**src/rtl/core/pvc_pkg.sv**
```systemverilog
// Shared types, constants and the step sequence for vertex_project_and_cull.
// Depends on nothing. Every other file in rtl/core uses it by scoped names.
`timescale 1ns / 1ps

package pvc_pkg;

  // Default parameter values
  localparam int NEAR_PLANE_DEF  = 410;
  localparam int SCREEN_BITS_DEF = 16;

  // Datapath widths
  localparam int CRD_W  = 24;  // world coordinate, Q11.12
  localparam int DIF_W  = 25;  // vertex minus camera
  localparam int ROT1_W = 28;  // after yaw rotation
  localparam int ROT2_W = 31;  // after pitch rotation
  localparam int K_W    = 30;  // window size times focal factor
  localparam int OPN_W  = 32;  // multiplier operand
  localparam int ACC_W  = 64;  // product and accumulator
  localparam int TRIG_W = 16;
  localparam int WIN_W  = 13;
  localparam int FOC_W  = 16;
  localparam int CFG_IDX_W  = 3;
  localparam int CFG_DATA_W = 32;
  localparam int ROT_SHIFT  = 14;
  localparam int DEN_SHIFT  = 9;
  localparam int HALF_SHIFT = 8;

  // Step sequence length
  localparam int STEPS  = 21;
  localparam int STEP_W = 5;

  // Configuration register indexes
  typedef enum logic [CFG_IDX_W-1:0] {
    REG_CAM_X      = 3'd0,
    REG_CAM_Y      = 3'd1,
    REG_CAM_Z      = 3'd2,
    REG_YAW_TRIG   = 3'd3,
    REG_PITCH_TRIG = 3'd4,
    REG_FOCAL      = 3'd5,
    REG_WIN_WIDTH  = 3'd6,
    REG_WIN_HEIGHT = 3'd7
  } cfg_reg_t;

  typedef struct packed {
    logic signed [CRD_W-1:0] vertex_x;
    logic signed [CRD_W-1:0] vertex_y;
    logic signed [CRD_W-1:0] vertex_z;
    logic                    last_vertex;
  } in_t;

  typedef struct packed {
    logic signed [15:0] screen_x;
    logic signed [15:0] screen_y;
    logic               polygon_off_screen;
    logic               last;
  } out_t;

  // Multiplier operand pairs
  typedef enum logic [3:0] {
    MUL_NONE,
    MUL_DX_CY,
    MUL_DY_SY,
    MUL_DY_CY,
    MUL_DX_SY,
    MUL_Y2_CP,
    MUL_DZ_SP,
    MUL_Y2_SP,
    MUL_DZ_CP,
    MUL_W_F,
    MUL_W_YD,
    MUL_H_F,
    MUL_H_YD,
    MUL_K_X2,
    MUL_K_ZD
  } mul_sel_t;

  typedef enum logic [2:0] {
    ACC_HOLD,
    ACC_LOAD,
    ACC_LOAD8,
    ACC_ADD,
    ACC_SUB
  } acc_op_t;

  typedef enum logic [2:0] {
    ST_NONE,
    ST_X2,
    ST_Y2,
    ST_YD,
    ST_ZD,
    ST_K
  } st_sel_t;

  typedef struct packed {
    mul_sel_t mul_sel;
    acc_op_t  acc_op;
    st_sel_t  st_sel;
    logic     div_go;
    logic     div_y;
  } uop_t;

  // Controller to datapath
  typedef struct packed {
    logic capture;
    uop_t uop;
    logic emit;
  } cmd_t;

  // Datapath to controller
  typedef struct packed {
    logic div_done;
    logic out_free;
  } status_t;

  typedef enum logic [1:0] {
    ST_IDLE,
    ST_RUN,
    ST_DIV,
    ST_EMIT
  } state_t;

  // One step of the transform. The product register holds the product issued
  // on the previous step; stores read the accumulator as it stood at step start.
  function automatic uop_t step_uop(input logic [STEP_W-1:0] step);
    uop_t u;
    u = '{mul_sel: MUL_NONE, acc_op: ACC_HOLD, st_sel: ST_NONE,
          div_go: 1'b0, div_y: 1'b0};
    unique case (step)
      5'd0:  u.mul_sel = MUL_DX_CY;
      5'd1:  begin u.mul_sel = MUL_DY_SY; u.acc_op = ACC_LOAD; end
      5'd2:  begin u.mul_sel = MUL_DY_CY; u.acc_op = ACC_SUB; end
      5'd3:  begin u.mul_sel = MUL_DX_SY; u.acc_op = ACC_LOAD; u.st_sel = ST_X2; end
      5'd4:  u.acc_op = ACC_ADD;
      5'd5:  u.st_sel = ST_Y2;
      5'd6:  u.mul_sel = MUL_Y2_CP;
      5'd7:  begin u.mul_sel = MUL_DZ_SP; u.acc_op = ACC_LOAD; end
      5'd8:  begin u.mul_sel = MUL_Y2_SP; u.acc_op = ACC_SUB; end
      5'd9:  begin u.mul_sel = MUL_DZ_CP; u.acc_op = ACC_LOAD; u.st_sel = ST_YD; end
      5'd10: u.acc_op = ACC_ADD;
      5'd11: begin u.mul_sel = MUL_W_F; u.st_sel = ST_ZD; end
      5'd12: begin u.mul_sel = MUL_W_YD; u.st_sel = ST_K; end
      5'd13: begin u.mul_sel = MUL_K_X2; u.acc_op = ACC_LOAD8; end
      5'd14: u.acc_op = ACC_ADD;
      5'd15: u.div_go = 1'b1;
      5'd16: u.mul_sel = MUL_H_F;
      5'd17: begin u.mul_sel = MUL_H_YD; u.st_sel = ST_K; end
      5'd18: begin u.mul_sel = MUL_K_ZD; u.acc_op = ACC_LOAD8; end
      5'd19: u.acc_op = ACC_SUB;
      5'd20: begin u.div_go = 1'b1; u.div_y = 1'b1; end
      default: ;
    endcase
    return u;
  endfunction

endpackage

```
**src/rtl/core/pvc_ctrl.sv**
```systemverilog
// Controller for vertex_project_and_cull: request handshake and step sequence.
// Depends on pvc_pkg. Drives the datapath by cmd_t, reads status_t back.
`timescale 1ns / 1ps

module pvc_ctrl (
  input  logic              clk,
  input  logic              rst_n,
  input  logic              in_valid,
  output logic              in_ready,
  input  pvc_pkg::status_t  status,
  output pvc_pkg::cmd_t     cmd
);

  pvc_pkg::state_t                 state_r, state_nxt;
  logic [pvc_pkg::STEP_W-1:0]      step_r, step_nxt;
  pvc_pkg::uop_t                   uop;

  assign uop = pvc_pkg::step_uop(step_r);

  // Next state
  always_comb begin
    state_nxt = state_r;
    step_nxt  = step_r;
    unique case (state_r)
      pvc_pkg::ST_IDLE: begin
        if (in_valid) begin
          state_nxt = pvc_pkg::ST_RUN;
          step_nxt  = '0;
        end
      end
      pvc_pkg::ST_RUN: begin
        step_nxt = step_r + 1'b1;
        if (uop.div_go) begin
          state_nxt = pvc_pkg::ST_DIV;
        end
      end
      pvc_pkg::ST_DIV: begin
        if (status.div_done) begin
          state_nxt = (step_r == pvc_pkg::STEP_W'(pvc_pkg::STEPS)) ?
                      pvc_pkg::ST_EMIT : pvc_pkg::ST_RUN;
        end
      end
      pvc_pkg::ST_EMIT: begin
        if (status.out_free) begin
          state_nxt = pvc_pkg::ST_IDLE;
        end
      end
      default: state_nxt = pvc_pkg::ST_IDLE;
    endcase
  end

  // Outputs
  always_comb begin
    in_ready    = 1'b0;
    cmd.capture = 1'b0;
    cmd.emit    = 1'b0;
    cmd.uop     = '{mul_sel: pvc_pkg::MUL_NONE, acc_op: pvc_pkg::ACC_HOLD,
                    st_sel: pvc_pkg::ST_NONE, div_go: 1'b0, div_y: 1'b0};
    unique case (state_r)
      pvc_pkg::ST_IDLE: begin
        in_ready    = 1'b1;
        cmd.capture = in_valid;
      end
      pvc_pkg::ST_RUN:  cmd.uop = uop;
      pvc_pkg::ST_DIV:  ;
      pvc_pkg::ST_EMIT: cmd.emit = status.out_free;
      default: ;
    endcase
  end

  always_ff @(posedge clk) begin
    if (!rst_n) begin
      state_r <= pvc_pkg::ST_IDLE;
      step_r  <= '0;
    end else begin
      state_r <= state_nxt;
      step_r  <= step_nxt;
    end
  end

endmodule

```
**config.mk**
```make
export PLATFORM = sky130hd
export DESIGN_NAME = pvc_ctrl
export DESIGN_NICKNAME = d
export VERILOG_FILES = /design/src/rtl/core/pvc_pkg.sv /design/src/rtl/core/pvc_ctrl.sv
export SDC_FILE = /design/constraint.sdc
export NUM_CORES = 1
export LEC_CHECK = 0
export ABC_AREA = 0
export BUFFER_PORTS_ARGS = -buffer_cell sky130_fd_sc_hd__buf_2
export CORE_MARGIN = 2
export CORE_UTILIZATION = 35
export CTS_CLUSTER_SIZE = 14
export DETAILED_ROUTE_END_ITERATION = 6
export PLACE_DENSITY = 0.59
export SLEW_MARGIN = 20
export SYNTH_ARGS = -nofsm -noshare
export SYNTH_HDL_FRONTEND = slang
export SYNTH_SLANG_ARGS = --single-unit
```
**constraint.sdc**
```tcl
create_clock -name clk -period 1.8 [get_ports clk]
set_input_delay 0.36 -clock clk [delete_from_list [all_inputs] [get_ports clk]]
set_output_delay 0.36 -clock clk [all_outputs]
set_load 0.03 [all_outputs]
```
==> results of run 1 <==
[per-layer routing]
metal / up-vias / wire length, µm
met2: 19 / 1430
met5: - / 0
li1: 496 / -
met1: 484 / 1130
met4: 0 / 19
met3: 4 / 64
[flip-flops by register name, indices dropped and copies added (netlist names)]
signal	cells
step_r	5
state_r	2
[report_power, final]
group	leakage (µW)	switching [µW]	total [µW]	internal [µW]
logic	0.000453	183	335	152
registers	0.0000607	11.5	175	164
clock network	0.0000150	54.2	139	84.4
total	0.000528	249	649	399
[layout make-up]
| cell class | count | area share |
|---|---|---|
| clock buffers | 4 | 0.0192 |
| repair buffers | 44 | 0.246 |
| multi-input cells | 97 | 0.577 |
| flip-flops and latches | 7 | 0.114 |
| inverters | 5 | 0.0174 |
| well taps | 28 | 0.0256 |
[final timing paths]
path	cells after the start	startpoint	slack (ns)	endpoint
max	6	step_r[1]	-0.17	cmd[12]
min	2	rst_n	0.42	step_r[1]
min reg2reg	3	step_r[1]	0.67	step_r[1]
max reg2reg	7	step_r[1]	0.18	state_r[1]
[logic make-up (layout without fill, tap and decap cells)]
| group | count (synthesis) | after routing | synth area share |
|---|---|---|---|
| xor+xnor | 1 | 1 | 0.0108 |
| mux | 6 | 6 | 0.0786 |
| buf+inv | 14 | 53 | 0.0770 |
| flops | 7 | 7 | 0.173 |
| fa+ha+maj | 4 | 4 | 0.0616 |
| simple gates | 51 | 51 | 0.322 |
| compound gates | 35 | 35 | 0.277 |
[worst max-delay path, delay by kind of cell, from the launching register on]
family          cells  cell delay [ns]
simple gates        2             0.45
fa+ha+maj           1             0.18
flops               1             0.36
compound gates      1             0.16
buf+inv             2             0.22
[timing repair]
action / 4_1_cts / 5_1_grt
setup buffers: 1 / 6
setup endpoints to repair: 12 / 11
hold buffers: 0 / 0
pin swaps: 8 / 7
gates resized for setup: 39 / 20
[stage by stage]
| step | hold slack [ns] | power (µW) | setup TNS, ns | util |
|---|---|---|---|---|
| finish | 0.418 | 649 | -1.10 | 0.618 |
| global placement | 0.607 | 426 | -0.0545 | 0.481 |
| floorplan | 0.482 | 349 | 0 | - |
| detailed placement | 0.624 | 430 | -0.193 | 0.481 |
| global route | 0.397 | 701 | -2.00 | 0.618 |
| CTS | 0.404 | 621 | -0.973 | 0.557 |
[layout by cell type (no fill, tap or decap), types with 3 or more instances in the layout]
master / instances
nand2_1: 6
nand2b_1: 8
nand3_1: 3
a21oi_1: 7
nor3_2: 4
nand2b_4: 3
nor2_2: 5
buf_4: 28
a22oi_1: 3
o21ai_0: 3
buf_2: 8
a21oi_2: 6
buf_6: 7
nor2b_1: 3
clkbuf_4: 4
dfxtp_4: 4
mux2i_1: 3
nor2_1: 10
ha_4: 4
==> metrics.csv, run 1 <==
metric;value;unit
use_met3;0.0287;
clk_path_buf_depth;2;
post-synth-top-area-fraction;0.173;
finalHoldViolCount;0;
setup_violations;10;
die_w;52.2;µm
cts_made_buffers;3;
hpwl;1720;µm
tightestPinTransition;0.354;ns
slew_viol_final;0;
drtPass1Iterations;4;
viasPerCell;5.42;
initial_utilization;0.367;
grt_max_degree;15;
met2_usage;0.371;
grt_pass1_wl;4000;µm
dieArea;2720;µm²
rsz0062_at_grt;true;
antenna_found_initial;0;
fin_ws;-0.167;ns
ys.flop_type;dfxtp_1;
gp_congestion;0.786;
skew;0.00188;ns
num_vias;1003;
rows;17;
hold_class;in2reg;
htree_levels;1;
dp_cells;174;
yosys.cell_count.top_type;nor2_1;
stdcell_count;185;
cts_tree;done;
synth_cells;118;
ff_latch_area;156;µm²
synth_cell_types;36;
syn_area;812;µm²
grt_pass1_vias;937;
leakagePower;0.000528;µW
insertion_delay;0.25;ns
antenna_cells;0;
cp-start-kind;register;
drc_errors;0;
slew_headroom;0.763;
multi_input_area;790;µm²
nets;167;
dp_slack;-0.0716;ns
synth_seq_cells;7;
power.density;474;nW/µm²
grt_usage;0.194;
ir_drop;0.000442;V
grtUsageMet1;0.215;
synth.avg_cell_area;6.88;µm²
cp-end-kind;output pin;
ioPinCount;20;
violations;setup timing;
finalCritPeriodShare;1.09;
drive_gt1_frac;0.554;
yosysTopAreaCell;dfxtp_1;
area_growth;68.4;%
drt_wl_total;2640;µm
path_max_fanout;6;
max_clock_freq;0.508;GHz
io_buffers;19;
grt_busiest_layer;met2;
synth-edff-count;0;
fillers;192;
core;2210;µm²
drv_cap;0;
status;complete, but fails checks;
synthTopCellsByArea;dfxtp_1 (17%), nand2b_1 (8.5%), a21oi_1 (8.0%);
cts_num_sinks;7;
wl_per_cell;14.2;µm
synth.cells.most_frequent;nor2_1 (15), a21oi_1 (13), nand2b_1 (11);
cpPeakStageDelay;0.36;ns
path_cells;inv_4 -> ha_4 -> nand2_2 -> or3_4 -> a21oi_2 -> buf_6;
ant_nets;0;
grt_overflow;0;
cts.clk_slew.worst_paths;0.05;ns
cts_root_buf;clkbuf_4;
ys_seq_area_frac;0.173;
die_h;52.2;µm
drt_iter0_drc;14;
ys_warn_count;0;
dpl-instance-area;1060;µm²
period_minus_slack;1.97;ns
required;1.44;ns
synth_async_sr_flop_share;0;
crit_type;reg2out;
critPathSlowestCell;dfxtp_4;
critical_path_arrival;1.61;ns
fin_area;1370;µm²
synth_nets;127;
No activity file was read; power rests on OpenSTA's default activity.
==> run 2: changes to the inputs <==
Settings changed: GPL_TIMING_DRIVEN from default to 0.
==> metrics.csv, run 2 (synthesized netlist as in run 1, its figures left out) <==
metric;value;unit
status;complete, but fails checks;
io_buffers;19;
dp_cells;165;
tns;-0.995;ns
largest_reg_flops;5;
crit_type;reg2out;
gp_congestion;0.750;
nets;164;
grt_pass1_wl;4030;µm
ir_drop;0.000400;V
die_w;52.2;µm
final_cell_mix;buf_4 (20), nor2_1 (10), buf_6 (9);
rsz0062_at_grt;true;
grtUsageMet1;0.216;
multi_input_area;782;µm²
path_buf_inv;2;
dieArea;2720;µm²
reg_top3;step_r (5), state_r (2);
top_register;step_r;
path_cells;inv_4 -> ha_4 -> nand2_2 -> or3_1 -> a21oi_2 -> buf_6;
die_h;52.2;µm
grt_busiest_layer;met2;
grt_overflow;0;
drt_wl_total;2660;µm
finalHoldViolCount;0;
grt_pass1_vias;925;
wl_per_cell;14.6;µm
fin_ws;-0.182;ns
slew_viol_final;0;
required;1.44;ns
r2r_end;state_r[1];
cts.clk_slew.worst_paths;0.05;ns
drc_errors;0;
drv_cap;0;
final_common_cell;buf_4;
cts_hold_buf;0;
violations;setup timing;
viasPerCell;5.38;
max_clock_freq;0.505;GHz
rows;17;
drtPass1Iterations;4;
slew_headroom;0.738;
grt_max_degree;11;
htree_levels;1;
reg2reg_slack;0.25;ns
core;2210;µm²
worst_hold_path.num_cells;2;
initial_utilization;0.367;
hold_class;in2reg;
clk_path_buf_depth;2;
crit_path_start;step_r[1];
dp_slack;-0.245;ns
stdcell_count;182;
critical_path_arrival;1.62;ns
cp-start-kind;register;
cp-end-kind;output pin;
drt_iter0_drc;14;
setup_violations;10;
finalCritPeriodShare;1.10;
leakagePower;0.000521;µW
met2_usage;0.380;
cts_made_buffers;3;
cp_top_family;simple AND/OR/NAND/NOR gates;
ff_latch_area;151;µm²
power.density;460;nW/µm²
critPathSlowestCell;dfxtp_4;
hpwl;1720;µm
tightestPinTransition;0.392;ns
fillers;205;
cpPeakStageDelay;0.37;ns
antenna_cells;0;
ant_nets;0;
num_vias;979;
cts_num_sinks;7;
min_from;rst_n;
skew;0.00404;ns
area_growth;68.3;%
period_minus_slack;1.98;ns
cts_tree;done;
r2r_start;step_r[1];
min_to;state_r[1];
antenna_found_initial;0;
insertion_delay;0.24;ns
ioPinCount;20;
cts_root_buf;clkbuf_4;
drive_gt1_frac;0.545;
grt_usage;0.194;
use_met3;0.0115;
path_max_fanout;7;
worst-r2r-cell-count;6;
[run 2: cell count changes in the layout (fill, tap and decap cells not counted), sizes merged]
cell / previous run / this run
buf: 43 / 38
clkbuf: 5 / 7
[run 2: what timing repair did]
| item | in CTS | in global routing |
|---|---|---|
| setup buffers | 7 | 6 |
| endpoints found under the setup margin | 13 | 14 |
| gates resized for setup | 60 | 19 |
| pin swaps | 8 | 7 |
| hold endpoints to repair | 0 | 0 |
[run 2: layout make-up]
class,instances,share of cell area
Tap cell,28,0.0256
Clock buffer,4,0.0192
Timing Repair Buffer,32,0.182
Multi-Input combinational cell,97,0.572
Buffer,9,0.0723
Inverter,5,0.0174
Sequential cell,7,0.111
[run 2: metrics by stage]
step                hold slack [ns]  area [µm²]  utilization  power, µW
floorplan                     0.482         843            -        349
global placement              0.514         973        0.440        401
detailed placement            0.524         973        0.440        406
CTS                           0.409        1270        0.574        613
global route                  0.414        1370        0.618        673
finish                        0.410        1370        0.618        629
[run 2: layer usage]
layer | wire length (µm) | vias to the layer above
met4 | 0 | 0
met2 | 1480 | 14
met5 | 0 | -
li1 | - | 495
met3 | 48 | 0
met1 | 1130 | 470
[run 2: worst max path at each step]
stage               endpoint  slack [ns]  cells after the start
floorplan            cmd[12]        0.02                      5
global placement      cmd[2]       -0.19                      5
detailed placement    cmd[9]       -0.24                      5
CTS                   cmd[7]       -0.16                      7
global route         cmd[12]       -0.24                      7
finish               cmd[12]       -0.18                      6
[run 2: report_power, final]
part / internal, µW / total, µW / leakage (µW) / switching (µW)
logic: 131 / 302 / 0.000446 / 172
clock network: 84.2 / 136 / 0.0000150 / 52.2
registers: 167 / 190 / 0.0000597 / 22.8
==> run 3: changes to the inputs <==
==> constraint.sdc (replaced) <==
create_clock -name clk -period 2.15 [get_ports clk]
set_input_delay 0.645 -clock clk [delete_from_list [all_inputs] [get_ports clk]]
set_output_delay 0.645 -clock clk [all_outputs]
set_load 0.03 [all_outputs]
==> metrics.csv, run 3 (synthesized netlist as in run 1, its figures left out) <==
metric;value;unit
status;complete, but fails checks;
violations;setup timing;
grt_max_degree;11;
max_clock_freq;0.439;GHz
ant_nets;0;
drtPass1Iterations;4;
switching_share;0.396;
slew_viol_final;0;
wl_per_cell;13.8;µm
power.density;415;nW/µm²
path_max_fanout;7;
htree_levels;1;
viasPerCell;5.36;
tns;-0.487;ns
die_h;52.2;µm
initial_utilization;0.367;
r2r_end;state_r[1];
rows;17;
worst-r2r-cell-count;6;
min_to;step_r[1];
finalHoldViolCount;0;
setup_violations;6;
num_vias;944;
die_w;52.2;µm
drt_iter0_drc;12;
largest_reg_flops;5;
grt_usage;0.187;
ioPinCount;20;
dieArea;2720;µm²
drc_errors;0;
cpPeakStageDelay;0.40;ns
drt_wl_total;2430;µm
reg2reg_slack;0.61;ns
cts_tree;done;
drv_cap;0;
cts.clk_slew.worst_paths;0.05;ns
reg_top3;step_r (5), state_r (2);
core;2210;µm²
nets;158;
antenna_found_initial;0;
crit_type;reg2out;
tightestPinTransition;0.379;ns
r2r_start;step_r[1];
cts_num_sinks;7;
gp_congestion;0.770;
leakagePower;0.000469;µW
critPathSlowestCell;dfxtp_4;
p_int;311;µW
fin_ws;-0.126;ns
required;1.50;ns
cts_made_buffers;3;
rsz0062_at_grt;true;
final_common_cell;buf_4;
cp-start-kind;register;
critical_path_arrival;1.63;ns
finalCritPeriodShare;1.06;
grt_pass1_wl;3820;µm
hpwl;1630;µm
antenna_cells;0;
min_from;step_r[1];
io_buffers;19;
cp-end-kind;output pin;
p_sw;204;µW
drive_gt1_frac;0.459;
fin_util;0.560;
period_minus_slack;2.28;ns
area_growth;52.5;%
grt_overflow;0;
path_cells;inv_4 -> ha_4 -> mux2_2 -> a22oi_2 -> o22a_1 -> nor2_1 -> buf_4;
clock_power_share;0.239;
skew;0.00431;ns
slew_headroom;0.747;
insertion_delay;0.26;ns
clk_path_buf_depth;2;
cts_root_buf;clkbuf_4;
top_register;step_r;
worst_hold_path.num_cells;2;
grt_pass1_vias;861;
cts_hold_buf;0;
p_comb_frac;0.455;
final_cell_mix;buf_4 (17), nor2_1 (13), a21oi_1 (10);
p_seq_frac;0.306;
hold_class;reg2reg;
ir_drop;0.000273;V
-- run 3: cell types whose count changed in the layout (fill, tap and decap cells not counted), sizes merged --
cell and change:
buf -7, clkbuf +1
-- run 3: how the worst max path moves through the flow --
stage	slack, ns	startpoint	end	cells past startpoint
after global placement	-0.07	step_r[0]	cmd[7]	7
after floorplan	0.03	step_r[0]	cmd[10]	5
after global routing	-0.18	step_r[1]	cmd[7]	7
after detailed placement	-0.10	step_r[0]	cmd[7]	7
final	-0.13	step_r[0]	cmd[7]	7
after CTS	-0.13	step_r[0]	cmd[10]	6
-- run 3: power by group through the flow --
stage          Sequential (µW)  Combinational [µW]  Clock (µW)
5_1_grt                    159                 252         130
6_report                   157                 234         123
3_3_place_gp               153                 179           0
4_1_cts                    155                 224         126
2_1_floorplan              150                 138           0
3_5_place_dp               153                 182           0
-- run 3: layout make-up --
cell class / count / area (µm²)
Sequential cell: 7 / 149
Multi-Input combinational cell: 97 / 738
Tap cell: 28 / 35.0
Timing Repair Buffer: 26 / 179
Inverter: 5 / 23.8
Clock buffer: 4 / 26.3
Buffer: 9 / 87.6
Fill cell: 212 / 973
-- run 3: metal layers --
layer / part of all wire / global-route usage / up-vias / routed length [µm]
met2: 0.51 / 0.329 / 12 / 1250
met3: 0.016 / 0.00862 / 3 / 40
met4: 0.014 / 0.0769 / 0 / 34
met1: 0.46 / 0.237 / 441 / 1110
li1: - / - / 488 / -
met5: 0 / 0 / - / 0
-- run 3: repair_timing --
action	CTS	global route
endpoints found under the setup margin	12	11
buffers inserted	2	5
cloned	0	0
hold endpoints to repair	0	0
pin swaps	4	6
resized for setup	44	19
-- run 3: stage by stage --
| step | power (µW) | instances | setup slack [ns] | cell area, µm² | hold WS (ns) |
|---|---|---|---|---|---|
| finish | 514 | 176 | -0.126 | 1240 | 0.530 |
| global placement | 332 | 165 | -0.0723 | 961 | 0.515 |
| floorplan | 288 | 118 | 0.0325 | 831 | 0.489 |
| global route | 541 | 176 | -0.177 | 1240 | 0.576 |
| detailed placement | 335 | 165 | -0.104 | 961 | 0.520 |
| CTS | 506 | 171 | -0.131 | 1150 | 0.520 |
-- run 3: worst max-delay path: cells and delay by family (launching register included) --
kind                       cells  cell delay [ns]
adders and majority gates      1             0.18
and+or+nand+nor                1             0.04
buffers and inverters          2             0.22
muxes                          1             0.27
DFF                            1             0.40
AOI/OAI and AO/OA              2             0.26
