## src/rtl/core/pvc_pkg.sv

```systemverilog
// Shared types, constants and the step sequence for vertex_project_and_cull.
// Depends on nothing. Every other file in rtl/core uses it by scoped names.
`timescale 1ns / 1ps

package pvc_pkg;

  // Default parameter values
  localparam int NEAR_PLANE_DEF  = 410;
  localparam int SCREEN_BITS_DEF = 16;

  // Datapath widths
  localparam int CRD_W  = 24;  // world coordinate, Q11.12
  localparam int DIF_W  = 25;  // vertex minus camera
  localparam int ROT1_W = 28;  // after yaw rotation
  localparam int ROT2_W = 31;  // after pitch rotation
  localparam int K_W    = 30;  // window size times focal factor
  localparam int OPN_W  = 32;  // multiplier operand
  localparam int ACC_W  = 64;  // product and accumulator
  localparam int TRIG_W = 16;
  localparam int WIN_W  = 13;
  localparam int FOC_W  = 16;
  localparam int CFG_IDX_W  = 3;
  localparam int CFG_DATA_W = 32;
  localparam int ROT_SHIFT  = 14;
  localparam int DEN_SHIFT  = 9;
  localparam int HALF_SHIFT = 8;

  // Step sequence length
  localparam int STEPS  = 21;
  localparam int STEP_W = 5;

  // Configuration register indexes
  typedef enum logic [CFG_IDX_W-1:0] {
    REG_CAM_X      = 3'd0,
    REG_CAM_Y      = 3'd1,
    REG_CAM_Z      = 3'd2,
    REG_YAW_TRIG   = 3'd3,
    REG_PITCH_TRIG = 3'd4,
    REG_FOCAL      = 3'd5,
    REG_WIN_WIDTH  = 3'd6,
    REG_WIN_HEIGHT = 3'd7
  } cfg_reg_t;

  typedef struct packed {
    logic signed [CRD_W-1:0] vertex_x;
    logic signed [CRD_W-1:0] vertex_y;
    logic signed [CRD_W-1:0] vertex_z;
    logic                    last_vertex;
  } in_t;

  typedef struct packed {
    logic signed [15:0] screen_x;
    logic signed [15:0] screen_y;
    logic               polygon_off_screen;
    logic               last;
  } out_t;

  // Multiplier operand pairs
  typedef enum logic [3:0] {
    MUL_NONE,
    MUL_DX_CY,
    MUL_DY_SY,
    MUL_DY_CY,
    MUL_DX_SY,
    MUL_Y2_CP,
    MUL_DZ_SP,
    MUL_Y2_SP,
    MUL_DZ_CP,
    MUL_W_F,
    MUL_W_YD,
    MUL_H_F,
    MUL_H_YD,
    MUL_K_X2,
    MUL_K_ZD
  } mul_sel_t;

  typedef enum logic [2:0] {
    ACC_HOLD,
    ACC_LOAD,
    ACC_LOAD8,
    ACC_ADD,
    ACC_SUB
  } acc_op_t;

  typedef enum logic [2:0] {
    ST_NONE,
    ST_X2,
    ST_Y2,
    ST_YD,
    ST_ZD,
    ST_K
  } st_sel_t;

  typedef struct packed {
    mul_sel_t mul_sel;
    acc_op_t  acc_op;
    st_sel_t  st_sel;
    logic     div_go;
    logic     div_y;
  } uop_t;

  // Controller to datapath
  typedef struct packed {
    logic capture;
    uop_t uop;
    logic emit;
  } cmd_t;

  // Datapath to controller
  typedef struct packed {
    logic div_done;
    logic out_free;
  } status_t;

  typedef enum logic [1:0] {
    ST_IDLE,
    ST_RUN,
    ST_DIV,
    ST_EMIT
  } state_t;

  // One step of the transform. The product register holds the product issued
  // on the previous step; stores read the accumulator as it stood at step start.
  function automatic uop_t step_uop(input logic [STEP_W-1:0] step);
    uop_t u;
    u = '{mul_sel: MUL_NONE, acc_op: ACC_HOLD, st_sel: ST_NONE,
          div_go: 1'b0, div_y: 1'b0};
    unique case (step)
      5'd0:  u.mul_sel = MUL_DX_CY;
      5'd1:  begin u.mul_sel = MUL_DY_SY; u.acc_op = ACC_LOAD; end
      5'd2:  begin u.mul_sel = MUL_DY_CY; u.acc_op = ACC_SUB; end
      5'd3:  begin u.mul_sel = MUL_DX_SY; u.acc_op = ACC_LOAD; u.st_sel = ST_X2; end
      5'd4:  u.acc_op = ACC_ADD;
      5'd5:  u.st_sel = ST_Y2;
      5'd6:  u.mul_sel = MUL_Y2_CP;
      5'd7:  begin u.mul_sel = MUL_DZ_SP; u.acc_op = ACC_LOAD; end
      5'd8:  begin u.mul_sel = MUL_Y2_SP; u.acc_op = ACC_SUB; end
      5'd9:  begin u.mul_sel = MUL_DZ_CP; u.acc_op = ACC_LOAD; u.st_sel = ST_YD; end
      5'd10: u.acc_op = ACC_ADD;
      5'd11: begin u.mul_sel = MUL_W_F; u.st_sel = ST_ZD; end
      5'd12: begin u.mul_sel = MUL_W_YD; u.st_sel = ST_K; end
      5'd13: begin u.mul_sel = MUL_K_X2; u.acc_op = ACC_LOAD8; end
      5'd14: u.acc_op = ACC_ADD;
      5'd15: u.div_go = 1'b1;
      5'd16: u.mul_sel = MUL_H_F;
      5'd17: begin u.mul_sel = MUL_H_YD; u.st_sel = ST_K; end
      5'd18: begin u.mul_sel = MUL_K_ZD; u.acc_op = ACC_LOAD8; end
      5'd19: u.acc_op = ACC_SUB;
      5'd20: begin u.div_go = 1'b1; u.div_y = 1'b1; end
      default: ;
    endcase
    return u;
  endfunction

endpackage

```

## src/rtl/core/pvc_div.sv

```systemverilog
// Restoring divider with saturation to a signed SCREEN_BITS result.
// Depends on pvc_pkg. One quotient bit per cycle, truncation toward zero.
`timescale 1ns / 1ps

module pvc_div #(
  parameter int SCREEN_BITS = pvc_pkg::SCREEN_BITS_DEF
) (
  input  logic                                   clk,
  input  logic                                   rst_n,
  input  logic                                   start,
  input  logic signed [pvc_pkg::ACC_W-1:0]       num,
  input  logic        [pvc_pkg::ACC_W-1:0]       den,
  output logic                                   done,
  output logic signed [SCREEN_BITS-1:0]          quot
);

  localparam int CNT_W = $clog2(SCREEN_BITS + 1);

  logic [pvc_pkg::ACC_W-1:0] rem_r, rem_nxt;
  logic [pvc_pkg::ACC_W-1:0] dsh_r, dsh_nxt;
  logic [SCREEN_BITS-1:0]    q_r, q_nxt;
  logic [CNT_W-1:0]          cnt_r, cnt_nxt;
  logic                      neg_r, neg_nxt;
  logic                      ovf_r, ovf_nxt;
  logic                      done_r, done_nxt;
  logic [pvc_pkg::ACC_W-1:0] mag;
  logic                      ge;
  logic [SCREEN_BITS-1:0]    q_neg;
  logic [SCREEN_BITS-1:0]    sat_hi, sat_lo;

  assign mag = num[pvc_pkg::ACC_W-1] ? (~num + 1'b1) : num;
  assign ge  = (rem_r >= dsh_r);

  // Load on start, then one compare and subtract per cycle
  always_comb begin
    rem_nxt  = rem_r;
    dsh_nxt  = dsh_r;
    q_nxt    = q_r;
    cnt_nxt  = cnt_r;
    neg_nxt  = neg_r;
    ovf_nxt  = ovf_r;
    done_nxt = 1'b0;
    if (start) begin
      rem_nxt = mag;
      dsh_nxt = den << (SCREEN_BITS - 1);
      q_nxt   = '0;
      cnt_nxt = CNT_W'(SCREEN_BITS);
      neg_nxt = num[pvc_pkg::ACC_W-1];
      ovf_nxt = (mag >= (den << SCREEN_BITS));
    end else if (cnt_r != '0) begin
      rem_nxt  = ge ? (rem_r - dsh_r) : rem_r;
      dsh_nxt  = dsh_r >> 1;
      q_nxt    = {q_r[SCREEN_BITS-2:0], ge};
      cnt_nxt  = cnt_r - 1'b1;
      done_nxt = (cnt_r == CNT_W'(1));
    end
  end

  always_ff @(posedge clk) begin
    if (!rst_n) begin
      cnt_r  <= '0;
      done_r <= 1'b0;
    end else begin
      cnt_r  <= cnt_nxt;
      done_r <= done_nxt;
    end
    rem_r <= rem_nxt;
    dsh_r <= dsh_nxt;
    q_r   <= q_nxt;
    neg_r <= neg_nxt;
    ovf_r <= ovf_nxt;
  end

  // Saturate the signed quotient
  assign sat_hi = {1'b0, {(SCREEN_BITS-1){1'b1}}};
  assign sat_lo = {1'b1, {(SCREEN_BITS-1){1'b0}}};
  assign q_neg  = ~q_r + 1'b1;

  always_comb begin
    if (!neg_r) begin
      quot = (ovf_r || q_r[SCREEN_BITS-1]) ? sat_hi : q_r;
    end else begin
      quot = (ovf_r || (q_r[SCREEN_BITS-1] && (|q_r[SCREEN_BITS-2:0]))) ? sat_lo : q_neg;
    end
  end

  assign done = done_r;

endmodule

```

## src/rtl/core/pvc_dp.sv

```systemverilog
// Datapath for vertex_project_and_cull: config registers, shared multiplier,
// accumulator, divider, cull mask and output register. Depends on pvc_pkg, pvc_div.
`timescale 1ns / 1ps

module pvc_dp #(
  parameter int NEAR_PLANE  = pvc_pkg::NEAR_PLANE_DEF,
  parameter int SCREEN_BITS = pvc_pkg::SCREEN_BITS_DEF
) (
  input  logic                               clk,
  input  logic                               rst_n,
  input  pvc_pkg::cmd_t                      cmd,
  output pvc_pkg::status_t                   status,
  input  pvc_pkg::in_t                       in_data,
  input  logic                               cfg_valid,
  input  logic [pvc_pkg::CFG_IDX_W-1:0]      cfg_index,
  input  logic [pvc_pkg::CFG_DATA_W-1:0]     cfg_data,
  output logic                               out_valid,
  input  logic                               out_ready,
  output pvc_pkg::out_t                      out_data
);

  localparam int DW = pvc_pkg::DIF_W;
  localparam int R1 = pvc_pkg::ROT1_W;
  localparam int R2 = pvc_pkg::ROT2_W;
  localparam int OW = pvc_pkg::OPN_W;
  localparam int AW = pvc_pkg::ACC_W;

  // Configuration registers
  logic signed [pvc_pkg::CRD_W-1:0] cam_x_r, cam_y_r, cam_z_r;
  logic [31:0]                      yaw_r, pitch_r;
  logic [pvc_pkg::FOC_W-1:0]        focal_r;
  logic [pvc_pkg::WIN_W-1:0]        win_w_r, win_h_r;

  always_ff @(posedge clk) begin
    if (!rst_n) begin
      cam_x_r <= '0;
      cam_y_r <= '0;
      cam_z_r <= '0;
      yaw_r   <= 32'h4000_0000;
      pitch_r <= 32'h4000_0000;
      focal_r <= 16'd256;
      win_w_r <= 13'd640;
      win_h_r <= 13'd480;
    end else if (cfg_valid) begin
      unique case (pvc_pkg::cfg_reg_t'(cfg_index))
        pvc_pkg::REG_CAM_X:      cam_x_r <= cfg_data[pvc_pkg::CRD_W-1:0];
        pvc_pkg::REG_CAM_Y:      cam_y_r <= cfg_data[pvc_pkg::CRD_W-1:0];
        pvc_pkg::REG_CAM_Z:      cam_z_r <= cfg_data[pvc_pkg::CRD_W-1:0];
        pvc_pkg::REG_YAW_TRIG:   yaw_r   <= cfg_data;
        pvc_pkg::REG_PITCH_TRIG: pitch_r <= cfg_data;
        pvc_pkg::REG_FOCAL:      focal_r <= cfg_data[pvc_pkg::FOC_W-1:0];
        pvc_pkg::REG_WIN_WIDTH:  win_w_r <= cfg_data[pvc_pkg::WIN_W-1:0];
        pvc_pkg::REG_WIN_HEIGHT: win_h_r <= cfg_data[pvc_pkg::WIN_W-1:0];
        default: ;
      endcase
    end
  end

  logic signed [pvc_pkg::TRIG_W-1:0] cy, sy, cp, sp;
  assign cy = yaw_r[31:16];
  assign sy = yaw_r[15:0];
  assign cp = pitch_r[31:16];
  assign sp = pitch_r[15:0];

  // Capture the camera-relative vertex
  logic signed [DW-1:0] dx_r, dy_r, dz_r;
  logic                 last_r;

  always_ff @(posedge clk) begin
    if (cmd.capture) begin
      dx_r   <= DW'(in_data.vertex_x) - DW'(cam_x_r);
      dy_r   <= DW'(in_data.vertex_y) - DW'(cam_y_r);
      dz_r   <= DW'(in_data.vertex_z) - DW'(cam_z_r);
      last_r <= in_data.last_vertex;
    end
  end

  // Shared multiplier
  logic signed [R1-1:0] x2_r, y2_r;
  logic signed [R2-1:0] yd_r, zd_r;
  logic [pvc_pkg::K_W-1:0] k_r;
  logic signed [OW-1:0] opa, opb;
  logic signed [AW-1:0] prod_w, prod_r, acc_r;

  always_comb begin
    opa = '0;
    opb = '0;
    unique case (cmd.uop.mul_sel)
      pvc_pkg::MUL_NONE:  ;
      pvc_pkg::MUL_DX_CY: begin opa = OW'(dx_r); opb = OW'(cy); end
      pvc_pkg::MUL_DY_SY: begin opa = OW'(dy_r); opb = OW'(sy); end
      pvc_pkg::MUL_DY_CY: begin opa = OW'(dy_r); opb = OW'(cy); end
      pvc_pkg::MUL_DX_SY: begin opa = OW'(dx_r); opb = OW'(sy); end
      pvc_pkg::MUL_Y2_CP: begin opa = OW'(y2_r); opb = OW'(cp); end
      pvc_pkg::MUL_DZ_SP: begin opa = OW'(dz_r); opb = OW'(sp); end
      pvc_pkg::MUL_Y2_SP: begin opa = OW'(y2_r); opb = OW'(sp); end
      pvc_pkg::MUL_DZ_CP: begin opa = OW'(dz_r); opb = OW'(cp); end
      pvc_pkg::MUL_W_F:   begin opa = OW'($signed({1'b0, win_w_r}));
                                opb = OW'($signed({1'b0, focal_r})); end
      pvc_pkg::MUL_W_YD:  begin opa = OW'($signed({1'b0, win_w_r})); opb = OW'(yd_r); end
      pvc_pkg::MUL_H_F:   begin opa = OW'($signed({1'b0, win_h_r}));
                                opb = OW'($signed({1'b0, focal_r})); end
      pvc_pkg::MUL_H_YD:  begin opa = OW'($signed({1'b0, win_h_r})); opb = OW'(yd_r); end
      pvc_pkg::MUL_K_X2:  begin opa = OW'($signed({1'b0, k_r})); opb = OW'(x2_r); end
      pvc_pkg::MUL_K_ZD:  begin opa = OW'($signed({1'b0, k_r})); opb = OW'(zd_r); end
      default: ;
    endcase
  end

  assign prod_w = opa * opb;

  always_ff @(posedge clk) begin
    prod_r <= prod_w;
  end

  // Accumulate products
  always_ff @(posedge clk) begin
    unique case (cmd.uop.acc_op)
      pvc_pkg::ACC_HOLD:  ;
      pvc_pkg::ACC_LOAD:  acc_r <= prod_r;
      pvc_pkg::ACC_LOAD8: acc_r <= prod_r <<< pvc_pkg::HALF_SHIFT;
      pvc_pkg::ACC_ADD:   acc_r <= acc_r + prod_r;
      pvc_pkg::ACC_SUB:   acc_r <= acc_r - prod_r;
      default: ;
    endcase
  end

  // Store rotated coordinates, clamp depth to the near plane
  logic signed [AW-1:0] acc_sh;
  logic signed [R2-1:0] yd_raw;
  assign acc_sh = acc_r >>> pvc_pkg::ROT_SHIFT;
  assign yd_raw = acc_sh[R2-1:0];

  always_ff @(posedge clk) begin
    unique case (cmd.uop.st_sel)
      pvc_pkg::ST_NONE: ;
      pvc_pkg::ST_X2:   x2_r <= acc_sh[R1-1:0];
      pvc_pkg::ST_Y2:   y2_r <= acc_sh[R1-1:0];
      pvc_pkg::ST_YD:   yd_r <= (yd_raw < R2'(NEAR_PLANE)) ? R2'(NEAR_PLANE) : yd_raw;
      pvc_pkg::ST_ZD:   zd_r <= acc_sh[R2-1:0];
      pvc_pkg::ST_K:    k_r  <= prod_r[pvc_pkg::K_W-1:0];
      default: ;
    endcase
  end

  // Divide by 512 times depth
  logic [AW-1:0]                 den;
  logic                          div_done;
  logic signed [SCREEN_BITS-1:0] quot;
  logic                          div_y_r;
  logic signed [SCREEN_BITS-1:0] sx_r, sy_r;

  assign den = AW'($unsigned(yd_r)) << pvc_pkg::DEN_SHIFT;

  pvc_div #(
    .SCREEN_BITS (SCREEN_BITS)
  ) u_div (
    .clk   (clk),
    .rst_n (rst_n),
    .start (cmd.uop.div_go),
    .num   (acc_r),
    .den   (den),
    .done  (div_done),
    .quot  (quot)
  );

  always_ff @(posedge clk) begin
    if (cmd.uop.div_go) begin
      div_y_r <= cmd.uop.div_y;
    end
    if (div_done) begin
      if (div_y_r) begin
        sy_r <= quot;
      end else begin
        sx_r <= quot;
      end
    end
  end

  // Side tests and polygon mask
  logic signed [31:0] sx_ext, sy_ext;
  logic [3:0]         sides, sides_r, sides_and;
  logic               out_valid_r;
  pvc_pkg::out_t      out_r;

  assign sx_ext = 32'(sx_r);
  assign sy_ext = 32'(sy_r);

  always_comb begin
    sides[0]  = (sx_ext < 0);
    sides[1]  = (sy_ext < 0);
    sides[2]  = (sx_ext > $signed({19'b0, win_w_r}));
    sides[3]  = (sy_ext > $signed({19'b0, win_h_r}));
    sides_and = sides_r & sides;
  end

  always_ff @(posedge clk) begin
    if (!rst_n) begin
      sides_r     <= 4'hF;
      out_valid_r <= 1'b0;
    end else begin
      if (cmd.emit) begin
        sides_r     <= last_r ? 4'hF : sides_and;
        out_valid_r <= 1'b1;
      end else if (out_ready) begin
        out_valid_r <= 1'b0;
      end
    end
    if (cmd.emit) begin
      out_r.screen_x           <= sx_ext[15:0];
      out_r.screen_y           <= sy_ext[15:0];
      out_r.polygon_off_screen <= last_r & (|sides_and);
      out_r.last               <= last_r;
    end
  end

  assign out_valid       = out_valid_r;
  assign out_data        = out_r;
  assign status.div_done = div_done;
  assign status.out_free = !out_valid_r || out_ready;

endmodule

```

## config.mk

```make
export PLATFORM = sky130hd
export DESIGN_NAME = pvc_dp
export DESIGN_NICKNAME = d
export VERILOG_FILES = /design/src/rtl/core/pvc_pkg.sv /design/src/rtl/core/pvc_div.sv /design/src/rtl/core/pvc_dp.sv
export SDC_FILE = /design/constraint.sdc
export NUM_CORES = 2
export LEC_CHECK = 0
export BUFFER_PORTS_ARGS = -buffer_cell sky130_fd_sc_hd__buf_2
export CAP_MARGIN = 20
export CORE_ASPECT_RATIO = 1.4
export CORE_MARGIN = 3
export CORE_UTILIZATION = 30
export DETAILED_ROUTE_END_ITERATION = 6
export PLACE_DENSITY_LB_ADDON = 0.15
export RECOVER_POWER = 25
export SETUP_SLACK_MARGIN = 0.15
export SLEW_MARGIN = 40
export SYNTH_ARGS = -nofsm -noshare
export SYNTH_HDL_FRONTEND = slang
export SYNTH_SLANG_ARGS = --single-unit
```

## constraint.sdc

```tcl
create_clock -name clk -period 27 [get_ports clk]
set_input_delay 2.7 -clock clk [delete_from_list [all_inputs] [get_ports clk]]
set_output_delay 2.7 -clock clk [all_outputs]
set_load 0.01 [all_outputs]
```

==> key figures <==
Run status
  • Outcome: complete, but fails checks
  • Failing checks: design-rule violations, max-capacitance violations, max-slew violations

Routing
  • Detailed-route via count: 60,402
  • Post-DR vias/cell: 5.04
  • DR WL met3: 11,900 um
  • DRC: 5
  • Antenna viol nets, final: 0
  • DRT iter0 DRCs: 4,446
  • Wire per inst: 23.8 um
  • Pre-Repair DR Iteration Count: 7
  • Routed WL: 285,000 um
  • Met2 routed WL: 143,000 um
  • M1 wire length: 118,000 um
  • Top layer in use: met5

Die
  • Core ar.: 257,000 um^2
  • DIE AREA: 265,000 um^2
  • I/O Pins: 163
  • Initial Utilization: 30.2%
  • Die W: 436 um
  • Rows: 220
  • Die height: 608 um

Critical path
  • Critical path type: in2reg
  • CP Launch Type: input port
  • Worst path slowest cell: fa_1
  • CP required: 27,560 ps
  • WP data arrival: 13,800 ps
  • Most used cell, CP: fa_1
  • Critical path fanouts, max: 38
  • Crit path largest cell delay: 990 ps
  • Crit end category: flip-flop

STA
  • Final period util: 49.0%
  • RSZ-0062 raised after global routing: false
  • Pins Over Slew Limit: 213
  • Peak Freq: 75.5 MHz
  • Setup TNS Final: 0 ps
  • Slew headroom: -61.0%
  • Final setup skew: 80.3 ps
  • Final Setup Violations: 0
  • Worst-Margin Slew: 2420 ps
  • Tmin final: 13,240 ps
  • Final hold violation count: 0

Synthesis
  • Mapped Avg Cell Area: 9.15 um^2
  • Synth top area cells: fa_1, edfxtp_1, dfxtp_1
  • Ys Warns: 0
  • Leading area contributor after synthesis: fa_1
  • Post-Syn Area: 77,500 um^2
  • Synth Instances: 8,479
  • Main synth FF type: edfxtp_1
  • Synth unique cells: 98
  • Seq cells post-synth: 745
  • Yosys top cell area share: 27.5%
  • Post-Synthesis Net Count: 10,108
  • Number of synthesized flops with an enable pin: 452
  • Synth async-reset ratio: 0%
  • Post-synthesis sequential area ratio: 25.1%

Final layout
  • Layout area overhead: 10.2%
  • Final Cell Area: 85,500 um^2
  • Final nets: 10,084
  • Fin cells: 11,973
  • Layout cells sized above 1: 6.43%

Place
  • Final GP Congestion: 0.891
  • Placed wire-length estimate: 229,000 um
  • Dpl cells: 11,807
  • Post-DP Area: 82,700 um^2
  • Port Buf Inserts: 162

GRT
  • Initial antenna violation count: 15
  • First-pass GRT wire length: 426,000 um
  • Number of global-route vias before repair: 64,107
  • GR Util All Layers: 21.4%
  • GR Overflow Total: 0
  • Largest net degree at the start of global routing: 81

Power and ir drop
  • Peak supply drop: 0.0745 mV
  • Leakage: 36.5 nW
  • Comb power frac: 65.2%
  • Clock power frac: 14.0%
  • Sw frac: 50.0%
  • Sequential power share: 20.7%
  • Internal power: 0.00427 W
  • PD cells: 99.8 nW/um^2
  • NetSw: 0.00426 W

Clock network
  • Clk_lat worst skew: 740 ps
  • H-Tree Depth: 3
  • Clk buf depth: 3
  • CTS Buf Count: 86
  • Clock sinks: 745
  • CTS root buf: clkbuf_16
  • CTS hold repair buffers: 0
  • Post-CTS Setup Inserts: 0
  • CTS tree: done
  • Post-CTS resize count: 0
  • Worst-path clk slew: 60 ps

Min path
  • HP Class: reg2reg

Job
  • Max Cap Viol: 5
area by class of cell:
cell class,instances,area (um^2)
flip-flops and latches,745,19400
fillers,26566,171000
multi-input cells,5992,52000
clock buffers,125,2430
repair buffers,320,1940
well taps,3441,4310
diodes,4,10.0
clock inverters,36,418
inverters,1310,4920
Yosys cell counts, types with 35 or more instances:
| master | n |
|---|---|
| o21ai_0 | 267 |
| o21bai_1 | 39 |
| a31oi_1 | 35 |
| and2_1 | 50 |
| nand3_1 | 83 |
| a21o_1 | 126 |
| xnor2_1 | 235 |
| a21oi_1 | 381 |
| nand2_1 | 1257 |
| a22oi_1 | 92 |
| edfxtp_1 | 452 |
| nor2_1 | 724 |
| o21a_1 | 45 |
| dfxtp_1 | 293 |
| ha_1 | 437 |
| and3_1 | 46 |
| xor2_1 | 131 |
| clkbuf_1 | 390 |
| or3_1 | 42 |
| o31ai_1 | 83 |
| a21boi_0 | 187 |
| fa_1 | 1066 |
| nand2b_1 | 63 |
| nor2b_1 | 63 |
| inv_1 | 1309 |
| a222oi_1 | 54 |
| nand4_1 | 66 |
| nor3_1 | 70 |
path summary, 6_finish.rpt:
kind / startpoint / end / slack (ps) / depth (start not counted)
max reg2reg: dx_r[24]$_DFFE_PP_ / prod_r[60]$_DFF_P_ / 16280 / 29
min: cam_z_r[7]$_SDFFE_PN0P_ / cam_z_r[7]$_SDFFE_PN0P_ / 460 / 2
max: cmd[11] / prod_r[60]$_DFF_P_ / 13760 / 35
min reg2reg: cam_z_r[7]$_SDFFE_PN0P_ / cam_z_r[7]$_SDFFE_PN0P_ / 460 / 2
cell usage in the layout, fill, tap and decap left out, types with 54 or more instances in the layout:
cell,count
a21boi_0,187
nor3_1,66
xnor2_1,234
nand4_1,66
buf_4,127
xor2_1,131
buf_2,157
edfxtp_1,452
nor2_1,715
inv_1,1309
dfxtp_1,293
clkbuf_16,88
clkbuf_1,60
a22oi_1,92
nand2b_1,63
a21o_1,126
nand2_1,1249
nor2b_1,63
ha_1,437
fa_1,1065
a21oi_1,380
a222oi_1,54
o21ai_0,266
o31ai_1,83
nand3_1,69
worst max-delay path, delay by kind of cell:
kind	cells	cell delay [ps]
xor gates and xnor gates	1	150
buffers and inverters	7	1310
and+or+nand+nor	7	1500
adders and majority gates	9	4850
AOI/OAI and AO/OA	11	3210
stage by stage:
stage	setup slack, ps	power, W	util (%)	hold slack, ps
global placement	12790	0.00736	32.1	449
floorplan	15140	0.00549	-	406
global route	13220	0.00925	33.3	483
finish	13760	0.00853	33.3	463
detailed placement	12940	0.00732	32.2	458
CTS	13670	0.00862	33.3	467
logic make-up (layout without fill, tap and decap cells):
family	after synthesis	after routing	synth area share (%)
xor+xnor	367	367	4.15
compound gates	1524	1524	13.1
other cells	1	5	0.00484
simple gates	2585	2585	14.5
buf+inv	1742	1791	8.50
flops	745	745	25.1
fa+ha+maj	1503	1503	34.6
mux	12	12	0.160
registers in the layout, summed over array words and instances, names as in the netlist, 25 cells and up:
| signal | cells |
|---|---|
| acc_r | 64 |
| dx_r | 25 |
| dy_r | 25 |
| dz_r | 25 |
| k_r | 30 |
| out_data | 34 |
| pitch_r | 32 |
| prod_r | 64 |
| u_div.dsh_r | 55 |
| u_div.rem_r | 64 |
| x2_r | 28 |
| y2_r | 28 |
| yaw_r | 32 |
| yd_r | 31 |
| zd_r | 31 |
metal layers:
metal	up-vias	track usage [%]
met5	-	0
met4	4	8.26
met3	408	2.16
met2	1555	37.9
met1	30903	26.8
li1	27532	-
power groups by stage:
stage,logic (W),clock network (W),registers (W)
2_1_floorplan,0.00382,0,0.00167
3_3_place_gp,0.00557,0,0.00179
3_5_place_dp,0.00553,0,0.00179
4_1_cts,0.00562,0.00123,0.00177
5_1_grt,0.00619,0.00127,0.00179
6_report,0.00556,0.00120,0.00177
Note: power is estimated with default switching activity, not from simulation.
